### config.mk
export PLATFORM = sky130hd
export DESIGN_NAME = pni_ctrl
export DESIGN_NICKNAME = d
export VERILOG_FILES = /design/src/sv/pni_pkg.sv /design/src/sv/pni_ctrl.sv
export SDC_FILE = /design/constraint.sdc
export NUM_CORES = 1
export LEC_CHECK = 0
export ABC_CLOCK_PERIOD_IN_PS = 1400
export BUFFER_PORTS_ARGS = -buffer_cell sky130_fd_sc_hd__buf_4
export CELL_PAD_IN_SITES_DETAIL_PLACEMENT = 1
export CELL_PAD_IN_SITES_GLOBAL_PLACEMENT = 1
export CORE_UTILIZATION = 37
export DETAILED_ROUTE_END_ITERATION = 8
export PLACE_DENSITY_LB_ADDON = 0.08
export SYNTH_ARGS = -nofsm -noshare
export SYNTH_HDL_FRONTEND = slang
export SYNTH_SLANG_ARGS = --single-unit
### constraint.sdc
create_clock -name clk -period 1.4 [get_ports clk]
set_input_delay 0.21 -clock clk [delete_from_list [all_inputs] [get_ports clk]]
set_output_delay 0.21 -clock clk [all_outputs]
set_load 0.02 [all_outputs]
### src/sv/pni_pkg.sv
// Package for the pose blend unit: payload structs, datapath command codes,
// and fixed-point helpers. No dependencies.
`timescale 1ns / 1ps

package pni_pkg;

    // Saturation width of results, clamped to the 16..32 range
    localparam int VALUE_WIDTH = 32;
    localparam int SAT_WIDTH   = (VALUE_WIDTH < 16) ? 16 : ((VALUE_WIDTH > 32) ? 32 : VALUE_WIDTH);

    localparam logic [16:0] ONE_Q16 = 17'd65536;
    localparam logic [31:0] ONE_Q30 = 32'd1073741824;

    // Component codes
    localparam logic [2:0] COMP_TZ = 3'd2;
    localparam logic [2:0] COMP_RW = 3'd3;
    localparam logic [2:0] COMP_RZ = 3'd6;
    localparam logic [2:0] COMP_NONE = 3'd7;

    typedef struct packed {
        logic [2:0]         component;
        logic signed [31:0] from_value;
        logic signed [31:0] to_value;
    } in_beat_t;

    typedef struct packed {
        logic [2:0]         out_component;
        logic signed [31:0] blended_value;
        logic               last;
        logic               degenerate;
    } out_beat_t;

    typedef enum logic [3:0] {
        OP_NONE,
        OP_LOAD,
        OP_TR_MUL0,
        OP_TR_MUL1,
        OP_TR_EMIT,
        OP_DOT_STEP,
        OP_BL_MUL0,
        OP_BL_MUL1,
        OP_BL_WR,
        OP_SQ_STEP,
        OP_SQRT_INIT,
        OP_SQRT_STEP,
        OP_DIV_INIT,
        OP_DIV_STEP,
        OP_EMIT_Q,
        OP_EMIT_DEGEN
    } dp_op_t;

    typedef struct packed {
        dp_op_t     op;
        logic [1:0] idx;
    } dp_cmd_t;

    typedef struct packed {
        logic len_zero;
        logic out_free;
    } dp_status_t;

    // Clip to the signed SAT_WIDTH range
    function automatic logic [31:0] sat_val(input logic signed [63:0] v);
        logic signed [63:0] hi;
        logic signed [63:0] lo;
        logic signed [63:0] c;
        hi = (64'sd1 <<< (SAT_WIDTH - 1)) - 64'sd1;
        lo = -hi - 64'sd1;
        if (v > hi)
            c = hi;
        else if (v < lo)
            c = lo;
        else
            c = v;
        return c[31:0];
    endfunction

    // Divide by 2^16, round to nearest, ties away from zero
    function automatic logic signed [63:0] round_q16(input logic signed [63:0] x);
        logic [63:0] mag;
        logic [63:0] q;
        mag = x[63] ? (64'd0 - x) : x;
        q   = (mag + 64'd32768) >> 16;
        return x[63] ? (64'sd0 - $signed(q)) : $signed(q);
    endfunction

endpackage

### src/sv/pni_ctrl.sv
// Controller of the pose blend unit: sequences the datapath through blend,
// dot product, square root and division steps. Uses pni_pkg.
`timescale 1ns / 1ps

module pni_ctrl
    import pni_pkg::*;
(
    input  logic       clk,
    input  logic       rst_n,
    input  logic       in_valid,
    input  logic [2:0] in_component,
    output logic       in_stall,
    input  dp_status_t status,
    output dp_cmd_t    cmd
);

    typedef enum logic [3:0] {
        S_IDLE, S_TR0, S_TR1, S_TROUT, S_DOT, S_BL0, S_BL1, S_BLW,
        S_SQ, S_SQI, S_SQRT, S_CHK, S_DVI, S_DV, S_DVOUT, S_DGOUT
    } state_t;

    state_t     state_reg;
    logic [1:0] idx_reg;
    logic [5:0] cnt_reg;
    logic       accept;

    assign in_stall = (state_reg != S_IDLE);
    assign accept   = in_valid && (state_reg == S_IDLE);

    // Command decode
    always_comb
    begin
        cmd.idx = idx_reg;
        unique case (state_reg)
            S_IDLE:  cmd.op = accept ? OP_LOAD : OP_NONE;
            S_TR0:   cmd.op = OP_TR_MUL0;
            S_TR1:   cmd.op = OP_TR_MUL1;
            S_TROUT: cmd.op = status.out_free ? OP_TR_EMIT : OP_NONE;
            S_DOT:   cmd.op = OP_DOT_STEP;
            S_BL0:   cmd.op = OP_BL_MUL0;
            S_BL1:   cmd.op = OP_BL_MUL1;
            S_BLW:   cmd.op = OP_BL_WR;
            S_SQ:    cmd.op = OP_SQ_STEP;
            S_SQI:   cmd.op = OP_SQRT_INIT;
            S_SQRT:  cmd.op = OP_SQRT_STEP;
            S_CHK:   cmd.op = OP_NONE;
            S_DVI:   cmd.op = OP_DIV_INIT;
            S_DV:    cmd.op = OP_DIV_STEP;
            S_DVOUT: cmd.op = status.out_free ? OP_EMIT_Q : OP_NONE;
            S_DGOUT: cmd.op = status.out_free ? OP_EMIT_DEGEN : OP_NONE;
            default: cmd.op = OP_NONE;
        endcase
    end

    // State, index and step counter
    always_ff @(posedge clk or negedge rst_n)
    begin
        if (!rst_n)
        begin
            state_reg <= S_IDLE;
            idx_reg   <= '0;
            cnt_reg   <= '0;
        end
        else
        begin
            unique case (state_reg)
                S_IDLE:
                begin
                    idx_reg <= '0;
                    if (accept && in_component <= COMP_TZ)
                        state_reg <= S_TR0;
                    else if (accept && in_component == COMP_RZ)
                        state_reg <= S_DOT;
                end
                S_TR0:   state_reg <= S_TR1;
                S_TR1:   state_reg <= S_TROUT;
                S_TROUT:
                    if (status.out_free)
                        state_reg <= S_IDLE;
                S_DOT:
                begin
                    idx_reg <= idx_reg + 2'd1;
                    if (idx_reg == 2'd3)
                        state_reg <= S_BL0;
                end
                S_BL0:   state_reg <= S_BL1;
                S_BL1:   state_reg <= S_BLW;
                S_BLW:
                begin
                    idx_reg   <= idx_reg + 2'd1;
                    state_reg <= (idx_reg == 2'd3) ? S_SQ : S_BL0;
                end
                S_SQ:
                begin
                    idx_reg <= idx_reg + 2'd1;
                    if (idx_reg == 2'd3)
                        state_reg <= S_SQI;
                end
                S_SQI:
                begin
                    cnt_reg   <= '0;
                    state_reg <= S_SQRT;
                end
                // one root bit per cycle
                S_SQRT:
                begin
                    cnt_reg <= cnt_reg + 6'd1;
                    if (cnt_reg == 6'd31)
                        state_reg <= S_CHK;
                end
                S_CHK:
                begin
                    idx_reg   <= '0;
                    state_reg <= status.len_zero ? S_DGOUT : S_DVI;
                end
                S_DVI:
                begin
                    cnt_reg   <= '0;
                    state_reg <= S_DV;
                end
                // one quotient bit per cycle, 63 bits
                S_DV:
                begin
                    cnt_reg <= cnt_reg + 6'd1;
                    if (cnt_reg == 6'd62)
                        state_reg <= S_DVOUT;
                end
                S_DVOUT:
                    if (status.out_free)
                    begin
                        idx_reg   <= idx_reg + 2'd1;
                        state_reg <= (idx_reg == 2'd3) ? S_IDLE : S_DVI;
                    end
                S_DGOUT:
                    if (status.out_free)
                    begin
                        idx_reg <= idx_reg + 2'd1;
                        if (idx_reg == 2'd3)
                            state_reg <= S_IDLE;
                    end
                default: state_reg <= S_IDLE;
            endcase
        end
    end

endmodule

==> results of run 1 <==
## synth_stat cells (all sizes together), types with 2 or more instances
cell type | instances | area, um2
a21oi | 18 | 90.09
nand2 | 17 | 63.81
o21ai | 16 | 80.07
nor2 | 13 | 48.80
dfrtp | 12 | 300.3
buf | 9 | 71.31
nand3 | 5 | 37.54
nor3 | 5 | 25.02
a31oi | 4 | 25.02
inv | 4 | 15.01
o22ai | 4 | 25.02
ha | 3 | 37.54
o211ai | 3 | 22.52
xor2 | 3 | 26.28
a221o | 2 | 21.27
and2 | 2 | 12.51
clkinv | 2 | 7.510
nor3b | 2 | 20.02
o41ai | 2 | 17.52
## cell families after synthesis
logic type	count (synthesis)	share of synthesized area, %
AOI/OAI and AO/OA	57	32.11
and+or+nand+nor	49	21.94
buffers and inverters	16	9.027
DFF	12	27.43
xor gates and xnor gates	4	3.201
adders and majority gates	4	4.343
muxes	2	1.943
## worst reg2reg max path: cells and delay by family (launching register included)
| family | cells | cell delay (ps) |
|---|---|---|
| buf+inv | 2 | 270 |
| simple gates | 1 | 260 |
| compound gates | 3 | 500 |
| xor+xnor | 1 | 140 |
| flops | 1 | 450 |
## per-layer routing
metal  up-vias  global-route usage (%)  share of wire [%]
li1        623                       -                  -
met1       686                   36.59                 43
met2        60                   50.17                 48
met3        18                   6.221                5.1
met4         0                   12.54                3.5
met5         -                       0                  0
## per-stage QoR
step | area (um2) | hold WS (ps)
finish | 1670 | 300.2
global route | 1670 | 307.6
CTS | 1604 | 304.5
detailed placement | 1436 | 67.27
global placement | 1436 | 65.28
floorplan | 1121 | -85.59
## cell type report
cell class	instances	area, um2
timing repair buffer	56	452.9
tap	31	38.79
clock buffer	3	22.52
multi-input combinational	116	828.3
inverter	6	22.52
fill	350	1111
sequential	12	305.3
## power by group
part | switching [W] | internal [W]
clock | 0.000142 | 0.000100
combinational | 0.0000223 | 0.0000241
sequential | 0 | 0.000346
## final timing paths
check	endpoint	start	cells past startpoint
max reg2reg	state_reg[0]	state_reg[2]	7
max in group asynchronous	state_reg[3]	rst_n	2
max	cmd[4]	state_reg[2]	6
min	cnt_reg[2]	rst_n	2
min in group clk	state_reg[0]	in_component[2]	4
min reg2reg	idx_reg[1]	idx_reg[1]	1
## timing repair
action                                 CTS  global route
gates cloned                             0             0
setup endpoints to repair               16            16
setup buffers                            5             3
pin swaps                                9             7
gates resized for setup                 31            12
endpoints found under the hold margin   12             0
hold buffers                             1             0
==> impl_metrics.toml, run 1 <==
[sta]
maxSlewHeadroom_pct = 76.06
fin_ws_ps = -388.2
finalCritPeriodShare_pct = 127.7
slew_violations = 0
worstMarginPinSlew_ps = 356.7
max_freq_mhz = 559.2
fin_tns_setup_ps = -3655
setup_violations = 15
hold_viol_final = 0
fin_crit_ps = 1788
skew_ps = 0.9404
rsz0062_at_grt = "yes"

[layout]
area_delta_synth_final_pct = 52.57
drive_gt1_share_pct = 48.19
largest_register_ffs = 6
stdcell_count = 224
nets = 206
final_util_pct = 60.05
diodes = 0
final_common_cell = "buf_4"
most-common-layout-cells = "buf_4 (47), nand2_1 (15), a21oi_1 (15)"

[critical_path]
crit_type = "reg -> out"
crit_fanout = 7
crit_chain = "buf_6, buf_6, nor3b_2, a21oi_1, o22ai_2, buf_6"
start_kind = "flop"
cp_slowest_cell = "dfrtp_2"
crit_buf_inv = 3
worstPathArrival_ps = 1580
rrSetupSlack_ps = -310
critPathRequiredTime_ps = 1190
cp-end-kind = "output pin"
cpMostUsedCell = "buf_6"
crit_family = "flip-flops"
slowest_delay_ps = 450

[detailed_routing]
firstDrtPassIters = 6
wl_per_cell_um = 20.79
via_per_inst = 6.192
first_iter_violations = 62
wirelength_um = 4658
vias = 1387
antenna_left = 0
drc_errors = 0

[placement]
port_buffers = 14
hpwl_um = 2943
gp_congestion = 0.8515
preCtsSetupSlack_ps = -188.7
dp.cells = 212

[power_and_ir_drop]
ir_drop_v = 0.0003825
power_density_nw_per_um2 = 380.0
finalPower_w = 0.0006348
leakagePower_nw = 0.6975

[grt]
antenna_found_initial = 0
grt_pass1_wl_um = 7113
grt_max_degree = 16
grtUsageTotal_pct = 29.73
grt-ovfl-total = 0
grt_pass1_vias = 1422

[floorplanning]
die_w_um = 56.40
ioPinCount = 15
core_region_area_um2 = 2781
start_util_pct = 39.36
fp.dieH_um = 56.40
die-area_um2 = 3180
rows = 19

[clock_tree]
ctsHtreeMaxLevel = 1
cts_tree = "done"
cts_sinks = 12
clk_pin_slew_ps = 90
clk_latency_ps = 290
cts_root_buffer = "clkbuf_4"
clk_path_buf_depth = 2
numCtsBuffers = 3

[synth]
synth.avg_cell_area_um2 = 7.603
synth.yosys.seq_area_share_pct = 27.43
synth_edf_count = 0
synth_cell_types = 43
async_reset_ff_share_pct = 100.0
syn_inst = 144
yosys_register_bits = 12
syn-num-nets = 155
synth_area_um2 = 1095
synth_flop_cell = "dfrtp_1"
yosys_warnings = 0

[run_status]
violations = "negative setup slack"
outcome = "finished with violations"

[worst_hold_path]
hp-class = "in -> async"

[job]
cap_violations = 0
(Power assumes the default switching activity.)
==> inputs of run 2 (changes only) <==
MAX_ROUTING_LAYER = met4   (was unset)
==> impl_metrics.toml, run 2 (synthesis gave the netlist of run 1 again) <==
[run_status]
outcome = "finished with violations"
violations = "negative setup slack"

[layout]
stdcell_count = 226
final_util_pct = 61.04
nets = 208
diodes = 0
largest_register_ffs = 6
drive_gt1_share_pct = 49.23
area_delta_synth_final_pct = 55.09
final_common_cell = "buf_4"
most-common-layout-cells = "buf_4 (47), a21oi_1 (15), nand2_1 (12)"

[placement]
gp_congestion = 0.8651
hpwl_um = 2945
dp.cells = 212
port_buffers = 14

[clock_tree]
cts_sinks = 12
cts_root_buffer = "clkbuf_4"
clk_path_buf_depth = 2
cts_tree = "done"
clk_pin_slew_ps = 90
ctsHtreeMaxLevel = 1
numCtsBuffers = 3
clk_latency_ps = 280

[sta]
slew_violations = 0
skew_ps = 4.264
fin_crit_ps = 1735
finalCritPeriodShare_pct = 123.9
fin_ws_ps = -335.2
rsz0062_at_grt = "yes"
setup_violations = 16
fin_tns_setup_ps = -2997
hold_viol_final = 0
worstMarginPinSlew_ps = 348.1
maxSlewHeadroom_pct = 76.79
max_freq_mhz = 576.3

[critical_path]
crit_type = "reg -> out"
cp-end-kind = "output pin"
critPathRequiredTime_ps = 1190
critical_path.startpoint = "state_reg[0]"
start_kind = "flop"
worstPathArrival_ps = 1530
crit_fanout = 7
reg2reg_from = "state_reg[3]"

[floorplanning]
start_util_pct = 39.36
core_region_area_um2 = 2781
die_w_um = 56.40
rows = 19
fp.dieH_um = 56.40
die-area_um2 = 3180
ioPinCount = 15

[grt]
grt-ovfl-total = 0
grt_pass1_wl_um = 7093
grt_pass1_vias = 1413
grtUsageTotal_pct = 30.16
antenna_found_initial = 0
grt_max_degree = 16

[detailed_routing]
vias = 1357
wl_per_cell_um = 19.73
drc_errors = 0
via_per_inst = 6.004
firstDrtPassIters = 4
wirelength_um = 4458
first_iter_violations = 31
antenna_left = 0

[worst_hold_path]
hp-class = "in -> async"

[power_and_ir_drop]
ir_drop_v = 0.0003802
power_density_nw_per_um2 = 372.9
leakagePower_nw = 0.7094

[job]
cap_violations = 0
-- run 2: cell types whose count changed in the layout (fill, tap and decap cells not counted), moves of 2 or more --
| cell | delta |
|---|---|
| o21ai_0 | -3 |
| buf_6 | +2 |
| o21ai_2 | -2 |
| nand2_1 | -3 |
| nand2_2 | +2 |
| o21ai_1 | +5 |
-- run 2: per-layer routing --
| layer | wire length [um] | vias to the layer above | global-route usage [%] |
|---|---|---|---|
| met5 | 0 | - | - |
| met3 | 154 | 9 | 2.995 |
| met1 | 2022 | 683 | 38.74 |
| met2 | 2196 | 36 | 49.32 |
| met4 | 85 | 0 | 11.15 |
| li1 | - | 629 | - |
-- run 2: area by class of cell --
type                       instances  area, um2
tap                               31      38.79
sequential                        12      305.3
clock buffer                       3      22.52
inverter                           6      23.77
timing repair buffer              58      475.5
fill                             351       1084
multi-input combinational        116      832.0
-- run 2: repair_timing --
| action | in CTS | in global routing |
|---|---|---|
| buffers inserted | 9 | 1 |
| hold buffers | 1 | 0 |
| gates resized for setup | 24 | 26 |
| pin swaps | 7 | 5 |
| hold endpoints to repair | 12 | 0 |
| endpoints found under the setup margin | 16 | 16 |
-- run 2: critical path, stage by stage (launching register included) --
cell and delay [ps]:
dfrtp_2 500, buf_4 200, nor2_4 150, a21oi_1 80, a21oi_2 150, buf_4 150
-- run 2: path summary, 6_finish.rpt --
path | to | slack (ps) | cells past startpoint
worst max-delay path | cmd[3] | -340 | 5
worst min-delay path | state_reg[2] | 300 | 2
worst max register to register | state_reg[2] | -300 | 6
worst min register to register | idx_reg[1] | 550 | 1
max in group asynchronous | state_reg[3] | 920 | 2
min in group clk | state_reg[0] | 330 | 4
-- run 2: power by group --
| part | switching [W] | total, W | leakage, nW | internal (W) |
|---|---|---|---|---|
| sequential | 0 | 0.000346 | 0.134 | 0.000346 |
| clock | 0.000141 | 0.000241 | 0.0138 | 0.0000999 |
| combinational | 0.0000225 | 0.0000460 | 0.561 | 0.0000236 |
-- run 2: per-stage QoR --
step / hold slack, ps / total power (W) / setup slack [ps] / cell area (um2)
floorplan: -85.59 / 0.0003657 / -21.52 / 1121
global placement: 65.24 / 0.0003946 / -176.0 / 1436
detailed placement: 67.71 / 0.0003966 / -215.0 / 1436
CTS: 301.7 / 0.0006338 / -314.1 / 1599
global route: 316.0 / 0.0006500 / -375.1 / 1698
finish: 302.9 / 0.0006332 / -335.2 / 1698
